==> src/hdl/oba_pkg.sv <==
// Package: shared types, constants and state encoding for the OHLCV bar aggregator.
package oba_pkg;

    localparam int unsigned DIV_STEPS = 48;
    localparam int unsigned CNT_W     = $clog2(DIV_STEPS + 1);

    localparam logic [10:0] MAX_WINDOW = 11'd1024;
    localparam logic [10:0] HELD_MAX   = 11'h7FF;

    localparam logic [47:0] M48 = 48'hFFFF_FFFF_FFFF;
    localparam logic [62:0] M63 = 63'h7FFF_FFFF_FFFF_FFFF;

    localparam logic [1:0] REG_TICK_MODE   = 2'd0;
    localparam logic [1:0] REG_BAR_LEN     = 2'd1;
    localparam logic [1:0] REG_MERGE_COUNT = 2'd2;

    localparam logic [31:0] RST_BAR_LEN = 32'd60000;

    typedef enum logic [1:0] {
        ST_IDLE,
        ST_CALC,
        ST_DIV,
        ST_APPLY
    } state_t;

    typedef struct packed {
        logic        req_type;
        logic [47:0] time_ms;
        logic [31:0] in_open;
        logic [31:0] in_high;
        logic [31:0] in_low;
        logic [31:0] in_last;
        logic [31:0] in_volume;
        logic [62:0] in_turnover;
    } item_t;

    typedef struct packed {
        logic [47:0] bar_start_ms;
        logic [31:0] bar_open;
        logic [31:0] bar_high;
        logic [31:0] bar_low;
        logic [31:0] bar_close;
        logic [47:0] bar_volume;
        logic [62:0] bar_turnover;
    } bar_t;

    typedef struct packed {
        logic capture;
        logic calc;
        logic div_step;
        logic apply;
    } cmd_t;

    typedef struct packed {
        logic ignore;
        logic need_div;
        logic emits;
        logic out_full;
        logic div_last;
    } status_t;

endpackage

==> src/hdl/oba_channels.sv <==
// Interfaces: input item channel and finished bar channel.
interface oba_in_if;
    logic        valid;
    logic        ready;
    logic        req_type;
    logic [47:0] time_ms;
    logic [31:0] in_open;
    logic [31:0] in_high;
    logic [31:0] in_low;
    logic [31:0] in_last;
    logic [31:0] in_volume;
    logic [62:0] in_turnover;

    modport source (
        output valid, req_type, time_ms, in_open, in_high, in_low, in_last,
               in_volume, in_turnover,
        input  ready
    );
    modport sink (
        input  valid, req_type, time_ms, in_open, in_high, in_low, in_last,
               in_volume, in_turnover,
        output ready
    );
endinterface

interface oba_out_if;
    logic        valid;
    logic        ready;
    logic [47:0] bar_start_ms;
    logic [31:0] bar_open;
    logic [31:0] bar_high;
    logic [31:0] bar_low;
    logic [31:0] bar_close;
    logic [47:0] bar_volume;
    logic [62:0] bar_turnover;

    modport source (
        output valid, bar_start_ms, bar_open, bar_high, bar_low, bar_close,
               bar_volume, bar_turnover,
        input  ready
    );
    modport sink (
        input  valid, bar_start_ms, bar_open, bar_high, bar_low, bar_close,
               bar_volume, bar_turnover,
        output ready
    );
endinterface

==> src/hdl/oba_ctrl.sv <==
// Controller: sequences capture, product, interval division and bar update.
module oba_ctrl (
    input  logic             clk,
    input  logic             rst_n,
    input  logic             item_valid,
    output logic             item_ready,
    input  oba_pkg::status_t st,
    output oba_pkg::cmd_t    cmd
);
    import oba_pkg::*;

    state_t state_reg;
    state_t state_next;
    logic   apply_ok;

    assign apply_ok = !(st.emits && st.out_full);

    always_ff @(posedge clk or negedge rst_n)
    begin
        if (!rst_n)
        begin
            state_reg <= ST_IDLE;
        end
        else
        begin
            state_reg <= state_next;
        end
    end

    always_comb
    begin
        state_next = state_reg;
        case (state_reg)
            ST_IDLE:
            begin
                if (item_valid)
                begin
                    state_next = ST_CALC;
                end
            end
            ST_CALC:
            begin
                if (st.ignore)
                begin
                    state_next = ST_IDLE;
                end
                else if (st.need_div)
                begin
                    state_next = ST_DIV;
                end
                else
                begin
                    state_next = ST_APPLY;
                end
            end
            ST_DIV:
            begin
                if (st.div_last)
                begin
                    state_next = ST_APPLY;
                end
            end
            ST_APPLY:
            begin
                if (apply_ok)
                begin
                    state_next = ST_IDLE;
                end
            end
            default:
            begin
                state_next = ST_IDLE;
            end
        endcase
    end

    always_comb
    begin
        item_ready   = 1'b0;
        cmd          = '0;
        case (state_reg)
            ST_IDLE:
            begin
                item_ready  = 1'b1;
                cmd.capture = item_valid;
            end
            ST_CALC:
            begin
                cmd.calc = 1'b1;
            end
            ST_DIV:
            begin
                cmd.div_step = 1'b1;
            end
            ST_APPLY:
            begin
                cmd.apply = apply_ok;
            end
            default:
            begin
                cmd = '0;
            end
        endcase
    end

    a_capture_only_idle: assert property (@(posedge clk) disable iff (!rst_n)
        cmd.capture |=> state_reg == ST_CALC)
        else $error("capture did not advance to calc");

    a_apply_leaves: assert property (@(posedge clk) disable iff (!rst_n)
        cmd.apply |=> state_reg == ST_IDLE)
        else $error("apply did not return to idle");

    a_one_command: assert property (@(posedge clk) disable iff (!rst_n)
        $onehot0({cmd.capture, cmd.calc, cmd.div_step, cmd.apply}))
        else $error("more than one command at once");

endmodule

==> src/hdl/oba_datapath.sv <==
// Datapath: config registers, bar accumulators, product, remainder divider, output register.
module oba_datapath (
    input  logic             clk,
    input  logic             rst_n,
    input  logic             cfg_we,
    input  logic [1:0]       cfg_idx,
    input  logic [31:0]      cfg_data,
    input  oba_pkg::item_t   item,
    input  logic             result_ready,
    input  oba_pkg::cmd_t    cmd,
    output oba_pkg::status_t st,
    output logic             result_valid,
    output oba_pkg::bar_t    result_data
);
    import oba_pkg::*;

    logic        tick_mode_reg;
    logic [31:0] interval_reg;
    logic [10:0] merge_count_reg;

    item_t       item_reg;
    logic [62:0] prod_sat_reg;
    logic [31:0] rem_reg;
    logic [47:0] div_shift_reg;
    logic [CNT_W-1:0] div_cnt_reg;

    logic        have_bar_reg;
    logic [10:0] bars_held_reg;
    bar_t        acc_reg;
    bar_t        acc_next;

    logic        result_valid_reg;
    bar_t        result_data_reg;

    logic [10:0] win;
    logic [48:0] bound;
    logic        late;
    logic        is_tick;
    logic        tick_open;
    logic        first;
    logic [10:0] held_inc;
    logic [63:0] prod;
    logic [32:0] rem_sh;
    logic [32:0] rem_sub;
    logic [47:0] vol_base;
    logic [48:0] vol_sum;
    logic [62:0] turn_base;
    logic [62:0] turn_add;
    logic [63:0] turn_sum;
    logic        load_out;

    assign win       = (merge_count_reg > MAX_WINDOW) ? MAX_WINDOW : merge_count_reg;
    assign bound     = {1'b0, acc_reg.bar_start_ms} + {17'b0, interval_reg};
    assign late      = {1'b0, item_reg.time_ms} >= bound;
    assign is_tick   = !item_reg.req_type;
    assign tick_open = is_tick && (!have_bar_reg || late);
    assign first     = bars_held_reg == 11'd0;
    assign held_inc  = (bars_held_reg == HELD_MAX) ? bars_held_reg : bars_held_reg + 11'd1;

    assign st.ignore   = is_tick ? !tick_mode_reg : (tick_mode_reg || win == 11'd0);
    assign st.need_div = tick_open && (interval_reg != 32'd0);
    assign st.emits    = is_tick ? (have_bar_reg && late) : (held_inc >= win);
    assign st.out_full = result_valid_reg && !result_ready;
    assign st.div_last = div_cnt_reg == CNT_W'(DIV_STEPS - 1);

    assign prod    = {32'b0, item_reg.in_last} * {32'b0, item_reg.in_volume};
    assign rem_sh  = {rem_reg, div_shift_reg[47]};
    assign rem_sub = rem_sh - {1'b0, interval_reg};

    assign vol_base  = (!is_tick && first) ? 48'd0 : acc_reg.bar_volume;
    assign vol_sum   = {1'b0, vol_base} + {17'b0, item_reg.in_volume};
    assign turn_base = (!is_tick && first) ? 63'd0 : acc_reg.bar_turnover;
    assign turn_add  = is_tick ? prod_sat_reg : item_reg.in_turnover;
    assign turn_sum  = {1'b0, turn_base} + {1'b0, turn_add};

    always_comb
    begin
        acc_next              = acc_reg;
        acc_next.bar_close    = item_reg.in_last;
        acc_next.bar_volume   = vol_sum[48] ? M48 : vol_sum[47:0];
        acc_next.bar_turnover = turn_sum[63] ? M63 : turn_sum[62:0];
        if (is_tick)
        begin
            if (tick_open)
            begin
                acc_next.bar_start_ms = item_reg.time_ms - {16'b0, rem_reg};
                acc_next.bar_open     = item_reg.in_last;
                acc_next.bar_high     = item_reg.in_last;
                acc_next.bar_low      = item_reg.in_last;
                acc_next.bar_volume   = {16'b0, item_reg.in_volume};
                acc_next.bar_turnover = prod_sat_reg;
            end
            else
            begin
                if (item_reg.in_last > acc_reg.bar_high)
                begin
                    acc_next.bar_high = item_reg.in_last;
                end
                if (item_reg.in_last < acc_reg.bar_low)
                begin
                    acc_next.bar_low = item_reg.in_last;
                end
            end
        end
        else if (first)
        begin
            acc_next.bar_start_ms = item_reg.time_ms;
            acc_next.bar_open     = item_reg.in_open;
            acc_next.bar_high     = item_reg.in_high;
            acc_next.bar_low      = item_reg.in_low;
        end
        else
        begin
            if (item_reg.in_high > acc_reg.bar_high)
            begin
                acc_next.bar_high = item_reg.in_high;
            end
            if (item_reg.in_low < acc_reg.bar_low)
            begin
                acc_next.bar_low = item_reg.in_low;
            end
        end
    end

    assign load_out = cmd.apply && st.emits;

    always_ff @(posedge clk)
    begin
        if (cmd.capture)
        begin
            item_reg <= item;
        end
        if (cmd.calc)
        begin
            prod_sat_reg  <= prod[63] ? M63 : prod[62:0];
            rem_reg       <= 32'd0;
            div_shift_reg <= item_reg.time_ms;
        end
        else if (cmd.div_step)
        begin
            rem_reg       <= rem_sub[32] ? rem_sh[31:0] : rem_sub[31:0];
            div_shift_reg <= {div_shift_reg[46:0], 1'b0};
        end
        if (load_out)
        begin
            // tick bars go out as held, bar-mode windows include this beat
            result_data_reg <= is_tick ? acc_reg : acc_next;
        end
    end

    always_ff @(posedge clk or negedge rst_n)
    begin
        if (!rst_n)
        begin
            tick_mode_reg    <= 1'b1;
            interval_reg     <= RST_BAR_LEN;
            merge_count_reg  <= 11'd0;
            have_bar_reg     <= 1'b0;
            bars_held_reg    <= 11'd0;
            acc_reg          <= '0;
            div_cnt_reg      <= '0;
            result_valid_reg <= 1'b0;
        end
        else
        begin
            if (cmd.calc)
            begin
                div_cnt_reg <= '0;
            end
            else if (cmd.div_step)
            begin
                div_cnt_reg <= div_cnt_reg + CNT_W'(1);
            end

            if (load_out)
            begin
                result_valid_reg <= 1'b1;
            end
            else if (result_ready)
            begin
                result_valid_reg <= 1'b0;
            end

            if (cmd.apply)
            begin
                acc_reg <= acc_next;
                if (is_tick)
                begin
                    have_bar_reg <= 1'b1;
                end
                else
                begin
                    bars_held_reg <= st.emits ? 11'd0 : held_inc;
                end
            end

            if (cfg_we)
            begin
                case (cfg_idx)
                    REG_TICK_MODE:
                    begin
                        tick_mode_reg <= cfg_data[0];
                        have_bar_reg  <= 1'b0;
                        bars_held_reg <= 11'd0;
                    end
                    REG_BAR_LEN:
                    begin
                        interval_reg <= cfg_data;
                    end
                    REG_MERGE_COUNT:
                    begin
                        merge_count_reg <= cfg_data[10:0];
                    end
                    default:
                    begin
                    end
                endcase
            end
        end
    end

    assign result_valid = result_valid_reg;
    assign result_data  = result_data_reg;

    a_no_overwrite: assert property (@(posedge clk) disable iff (!rst_n)
        load_out |-> !(result_valid_reg && !result_ready))
        else $error("finished bar overwritten while stalled");

    a_div_bound: assert property (@(posedge clk) disable iff (!rst_n)
        cmd.div_step |-> div_cnt_reg < CNT_W'(DIV_STEPS))
        else $error("divider ran past its last step");

    a_held_bound: assert property (@(posedge clk) disable iff (!rst_n)
        bars_held_reg < MAX_WINDOW)
        else $error("bar count reached window limit without emit");

    a_tick_opens: assert property (@(posedge clk) disable iff (!rst_n)
        cmd.apply && is_tick && !cfg_we |=> have_bar_reg)
        else $error("tick applied but no bar held");

endmodule

==> src/hdl/ohlcv_bar_aggregator.sv <==
// Top level: OHLCV bar aggregator with item, result and config ports.
//
// Usage: item carries either a trade tick (req_type 0) or a finished bar
// (req_type 1); result carries finished OHLCV bars. Both are valid/ready
// channels, a beat moves when valid and ready are high at a clock edge.
// cfg_we/cfg_idx/cfg_data write the tick mode (0), the bar length in ms (1)
// and the bars per merge (2); write only while the block is idle.
// Items are taken one at a time: item ready is low through the calc step,
// the update step and, when a tick opens a bar under a nonzero interval, the
// division that aligns the bar start with a one-bit-per-cycle remainder
// divider over the 48-bit timestamp. Items of the wrong kind end after the
// calc step. A finished bar is loaded into the output register on update.
// A finished bar sits in the output register while result is stalled; the
// next item is still taken, and an item that would finish another bar holds
// in its update step, with item ready low, until the held bar has gone out.
// Reset clears the held bar, the window count and the output valid, and
// restores tick mode with a 60000 ms interval and bar mode disabled.
module ohlcv_bar_aggregator (
    input  logic        clk,
    input  logic        rst_n,
    input  logic        cfg_we,
    input  logic [1:0]  cfg_idx,
    input  logic [31:0] cfg_data,
    oba_in_if.sink      item,
    oba_out_if.source   result
);
    import oba_pkg::*;

    cmd_t    cmd;
    status_t st;
    item_t   item_data;
    bar_t    bar_data;

    assign item_data.req_type    = item.req_type;
    assign item_data.time_ms     = item.time_ms;
    assign item_data.in_open     = item.in_open;
    assign item_data.in_high     = item.in_high;
    assign item_data.in_low      = item.in_low;
    assign item_data.in_last     = item.in_last;
    assign item_data.in_volume   = item.in_volume;
    assign item_data.in_turnover = item.in_turnover;

    oba_ctrl u_ctrl (
        .clk        (clk),
        .rst_n      (rst_n),
        .item_valid (item.valid),
        .item_ready (item.ready),
        .st         (st),
        .cmd        (cmd)
    );

    oba_datapath u_datapath (
        .clk          (clk),
        .rst_n        (rst_n),
        .cfg_we       (cfg_we),
        .cfg_idx      (cfg_idx),
        .cfg_data     (cfg_data),
        .item         (item_data),
        .result_ready (result.ready),
        .cmd          (cmd),
        .st           (st),
        .result_valid (result.valid),
        .result_data  (bar_data)
    );

    assign result.bar_start_ms = bar_data.bar_start_ms;
    assign result.bar_open     = bar_data.bar_open;
    assign result.bar_high     = bar_data.bar_high;
    assign result.bar_low      = bar_data.bar_low;
    assign result.bar_close    = bar_data.bar_close;
    assign result.bar_volume   = bar_data.bar_volume;
    assign result.bar_turnover = bar_data.bar_turnover;

endmodule

==> src/flat_wrapper.sv <==
// flat-port wrapper written by rule: the top's interface ports become plain ports
module ohlcv_bar_aggregator_flat import oba_pkg::*;
  (clk, rst_n, cfg_we, cfg_idx, cfg_data, item_valid, item_req_type, item_time_ms, item_in_open, item_in_high, item_in_low, item_in_last, item_in_volume, item_in_turnover, item_ready, result_valid, result_bar_start_ms, result_bar_open, result_bar_high, result_bar_low, result_bar_close, result_bar_volume, result_bar_turnover, result_ready);
  oba_in_if item_i ();
  oba_out_if result_i ();
  input  logic clk;
  input  logic rst_n;
  input  logic cfg_we;
  input  logic [1:0] cfg_idx;
  input  logic [31:0] cfg_data;
  input wire logic [$bits(item_i.valid)-1:0] item_valid;
  input wire logic [$bits(item_i.req_type)-1:0] item_req_type;
  input wire logic [$bits(item_i.time_ms)-1:0] item_time_ms;
  input wire logic [$bits(item_i.in_open)-1:0] item_in_open;
  input wire logic [$bits(item_i.in_high)-1:0] item_in_high;
  input wire logic [$bits(item_i.in_low)-1:0] item_in_low;
  input wire logic [$bits(item_i.in_last)-1:0] item_in_last;
  input wire logic [$bits(item_i.in_volume)-1:0] item_in_volume;
  input wire logic [$bits(item_i.in_turnover)-1:0] item_in_turnover;
  output wire logic [$bits(item_i.ready)-1:0] item_ready;
  output wire logic [$bits(result_i.valid)-1:0] result_valid;
  output wire logic [$bits(result_i.bar_start_ms)-1:0] result_bar_start_ms;
  output wire logic [$bits(result_i.bar_open)-1:0] result_bar_open;
  output wire logic [$bits(result_i.bar_high)-1:0] result_bar_high;
  output wire logic [$bits(result_i.bar_low)-1:0] result_bar_low;
  output wire logic [$bits(result_i.bar_close)-1:0] result_bar_close;
  output wire logic [$bits(result_i.bar_volume)-1:0] result_bar_volume;
  output wire logic [$bits(result_i.bar_turnover)-1:0] result_bar_turnover;
  input wire logic [$bits(result_i.ready)-1:0] result_ready;
  assign item_i.valid = item_valid;
  assign item_i.req_type = item_req_type;
  assign item_i.time_ms = item_time_ms;
  assign item_i.in_open = item_in_open;
  assign item_i.in_high = item_in_high;
  assign item_i.in_low = item_in_low;
  assign item_i.in_last = item_in_last;
  assign item_i.in_volume = item_in_volume;
  assign item_i.in_turnover = item_in_turnover;
  assign item_ready = item_i.ready;
  assign result_valid = result_i.valid;
  assign result_bar_start_ms = result_i.bar_start_ms;
  assign result_bar_open = result_i.bar_open;
  assign result_bar_high = result_i.bar_high;
  assign result_bar_low = result_i.bar_low;
  assign result_bar_close = result_i.bar_close;
  assign result_bar_volume = result_i.bar_volume;
  assign result_bar_turnover = result_i.bar_turnover;
  assign result_i.ready = result_ready;
  ohlcv_bar_aggregator u_core (.clk(clk), .rst_n(rst_n), .cfg_we(cfg_we), .cfg_idx(cfg_idx), .cfg_data(cfg_data), .item(item_i), .result(result_i));
endmodule
==> config.mk <==
export PLATFORM = sky130hd
export DESIGN_NAME = ohlcv_bar_aggregator_flat
export DESIGN_NICKNAME = d
export VERILOG_FILES = /design/src/hdl/oba_pkg.sv /design/src/hdl/oba_channels.sv /design/src/hdl/oba_ctrl.sv /design/src/hdl/oba_datapath.sv /design/src/hdl/ohlcv_bar_aggregator.sv /design/src/flat_wrapper.sv
export SDC_FILE = /design/constraint.sdc
export NUM_CORES = 2
export LEC_CHECK = 0
export ABC_AREA = 1
export BUFFER_PORTS_ARGS = -buffer_cell sky130_fd_sc_hd__buf_4
export CAP_MARGIN = 20
export CORE_UTILIZATION = 55
export CTS_CLUSTER_DIAMETER = 80
export DETAILED_ROUTE_END_ITERATION = 10
export MAX_ROUTING_LAYER = met4
export PLACE_DENSITY = 0.73
export SYNTH_ARGS = -nofsm -noshare
export SYNTH_HDL_FRONTEND = slang
export SYNTH_HIERARCHICAL = 1
export SYNTH_SLANG_ARGS = --single-unit
==> constraint.sdc <==
create_clock -name clk -period 40.4 [get_ports clk]
set_input_delay 6.06 -clock clk [delete_from_list [all_inputs] [get_ports clk]]
set_output_delay 6.06 -clock clk [all_outputs]
set_load 0.02 [all_outputs]
==> qor.txt <==
Hold Fails Final Rpt = 0
Post-synthesis sequential area ratio = 29.05%
Pleak = 59.39 nW
Synth warn = 6
Area Growth Syn to Fin = 10.29%
GR Overflow Total = 0
Number of gates resized after cts = 0
Fraction of layout instances using a drive strength above 1 = 7.317%
Register area = 29580 um2
Worst Path Required = 40.78 ns
Fin nets = 15581
Routed Antenna Nets = 0
Commonest cells after routing, fill and taps aside = 3910 x nand2_1, 2696 x inv_1, 954 x nor2_1, 901 x fa_1, 728 x buf_4
GP Congestion = 1.049
Area taken by multi-input logic gates = 59690 um2
Drt drc = 0
Root buffer cell = clkbuf_16
EDFF count, synth = 670
Most common cell after layout, fill and taps aside = nand2_1
# Post-CTS Setup Buffers = 0
Period utilization = 22.20%
CP max stage cell = buf_12
Fill cell count = 16272
Port Buffers = 599
Number of core rows = 157
Setup TNS = 0 ns
Status = completed
Post-synth ARST share = 33.40%
Seq pwr share = 36.7%
Vias = 93321
Syn nets = 15305
Logic pwr share = 29.5%
Setup CP Type = input pin to flop
Die area = 186800 um2
Via-to-Cell Ratio = 5.724
Synthesized instance count = 13451
Max Slew Vio Count = 0
Vias in the first global route = 92510
Unrepaired setup endpoints after global routing = false
Most common cell on crit path = buf_12
Startpoint types = input pin
Initial antenna violation count = 15
Clock skew = 0.05809 ns
Max Fanout on Critical Path = 188
First-pass GRT wire length = 570.3 mm
Internal power = 0.002177 W
Die width = 432.2 um
GRT Resource Usage Total = 42.09%
F_max = 0.1115 GHz
Clock Power Share = 33.7%
Library cells used by synthesis = 60
Cell Chain, Critical Path = buf_4 > nor2_1 > a211oi_4 > buf_12 > nand2_1 > inv_8 > buf_12
Main synth FF type = edfxtp_1
Placed standard-cell area = 108200 um2
Sw frac = 35.92%
Core Area = 183500 um2
Max-Cap Viols = 0
Worst setup EP type = flop
Mapped Area = 101800 um2
Clock Path Buffers = 3
Final core utilization = 61.20%
Final cell count without fillers = 16304
Worst EP arrival = 9.35 ns
Largest net degree at the start of global routing = 189
Initial Util = 55.49%
Number of synthesized register bits = 1054
Number of H-tree levels = 3
Psw = 0.001221 W
Max incr delay on CP = 0.78 ns
Finish-stage setup viols = 0
TritonCTS buffer count = 118
Die height = 432.2 um
Design area = 112300 um2
Final WL = 384.2 mm
Num ports = 600
Cts hold-fix bufs = 0
Hold/Removal Path Class = flop to flop
Final worst slack = 31.43 ns
CTS Sinks = 1054
Avg Cell Area, Syn = 7.569 um2
Tightest Pin Transition = 1.124 ns
Peak supply drop = 0.03714 mV
CTS tree = done
Register clock-pin slew on the reported worst setup and hold paths = 0.06 ns
1st-pass router iterations = 8
Initial DRC count = 10535
Routed len/inst = 23.56 um
Final Critical Period = 8.969 ns
Worst-Skew Late Latency = 0.81 ns
Pre-CTS setup slack = 30.64 ns
P per Cell Area = 30.26 nW/um2
Rel. slew slack = 25.06%
Inst Count DP = 16071
DP Wirelength = 295.4 mm
Yosys cell counts (63+ instances only):
cell	n	area, um2
edfxtp_1	670	20120
buf_1	126	473.0
dfrtp_1	344	8608
nand2_1	3912	14680
o21ai_0	680	3403
fa_1	901	18040
o21bai_1	63	473.0
nand4_1	166	1039
ha_1	642	8033
xnor2_1	83	727.0
a21oi_1	544	2723
nand3_1	657	3288
xor2_1	142	1244
nor2_1	957	3592
clkbuf_1	385	1445
inv_1	2701	10140
nor3_1	103	515.5
power groups by stage:
stage | sequential (W) | clock, W | combinational [W]
2_1_floorplan | 0.00128 | 0 | 0.000607
3_3_place_gp | 0.00127 | 0 | 0.000972
3_5_place_dp | 0.00127 | 0 | 0.000974
4_1_cts | 0.00125 | 0.00115 | 0.000979
5_1_grt | 0.00125 | 0.00119 | 0.00109
6_report | 0.00125 | 0.00115 | 0.00100
worst paths after layout:
check / endpoint / startpoint / slack [ns] / depth (start not counted)
max reg2reg: u_core/u_datapath/prod_sat_reg[10] / u_core/u_datapath/acc_next[120] / 31.91 / 31
min reg2reg: u_core/u_datapath/rem_reg[28] / u_core/u_datapath/rem_reg[28] / 0.48 / 2
max: u_core/u_datapath/result_data[165] / result_ready / 31.43 / 7
min: u_core/u_datapath/rem_reg[28] / u_core/u_datapath/rem_reg[28] / 0.48 / 2
min in group asynchronous: u_core/u_datapath/acc_reg[164] / rst_n / 5.36 / 1
max in group asynchronous: u_core/u_datapath/acc_reg[9] / rst_n / 32.80 / 3
area by class of cell:
class,instances,area share (%)
well taps,2464,2.746
repair buffers,735,4.988
flip-flops and latches,1054,26.34
clock inverters,83,0.9081
clock buffers,141,2.742
multi-input cells,9105,53.16
inverters,2713,9.093
diodes,9,0.02006
routing by layer:
layer	vias to the layer above	global-route usage [%]	routed length, um
met1	44855	53.78	149500
met3	1153	7.135	37340
li1	42015	-	-
met2	5298	64.35	173000
met4	0	21.90	24330
met5	-	-	0
through the flow:
stage / total power, W / hold WS [ns]
CTS: 0.003379 / 0.4778
global route: 0.003529 / 0.5017
detailed placement: 0.002242 / 0.4683
floorplan: 0.001883 / 0.4482
finish: 0.003398 / 0.4774
global placement: 0.002239 / 0.4600
cell families (layout without fill, tap and decap cells):
| logic type | count (synthesis) | count (layout) | share of synthesized area, % |
|---|---|---|---|
| compound gates | 1435 | 1435 | 7.526 |
| xor+xnor | 225 | 225 | 1.936 |
| fa+ha+maj | 1543 | 1543 | 25.61 |
| buf+inv | 3292 | 3672 | 12.37 |
| flops | 1054 | 1054 | 29.05 |
| other cells | 0 | 9 | 0 |
| simple gates | 5902 | 5902 | 23.50 |
critical path, delay by kind of cell:
family	cells	cell delay, ns
buf+inv	4	2.21
simple gates	2	0.41
compound gates	1	0.39
Power figures use the tool's default switching activity.
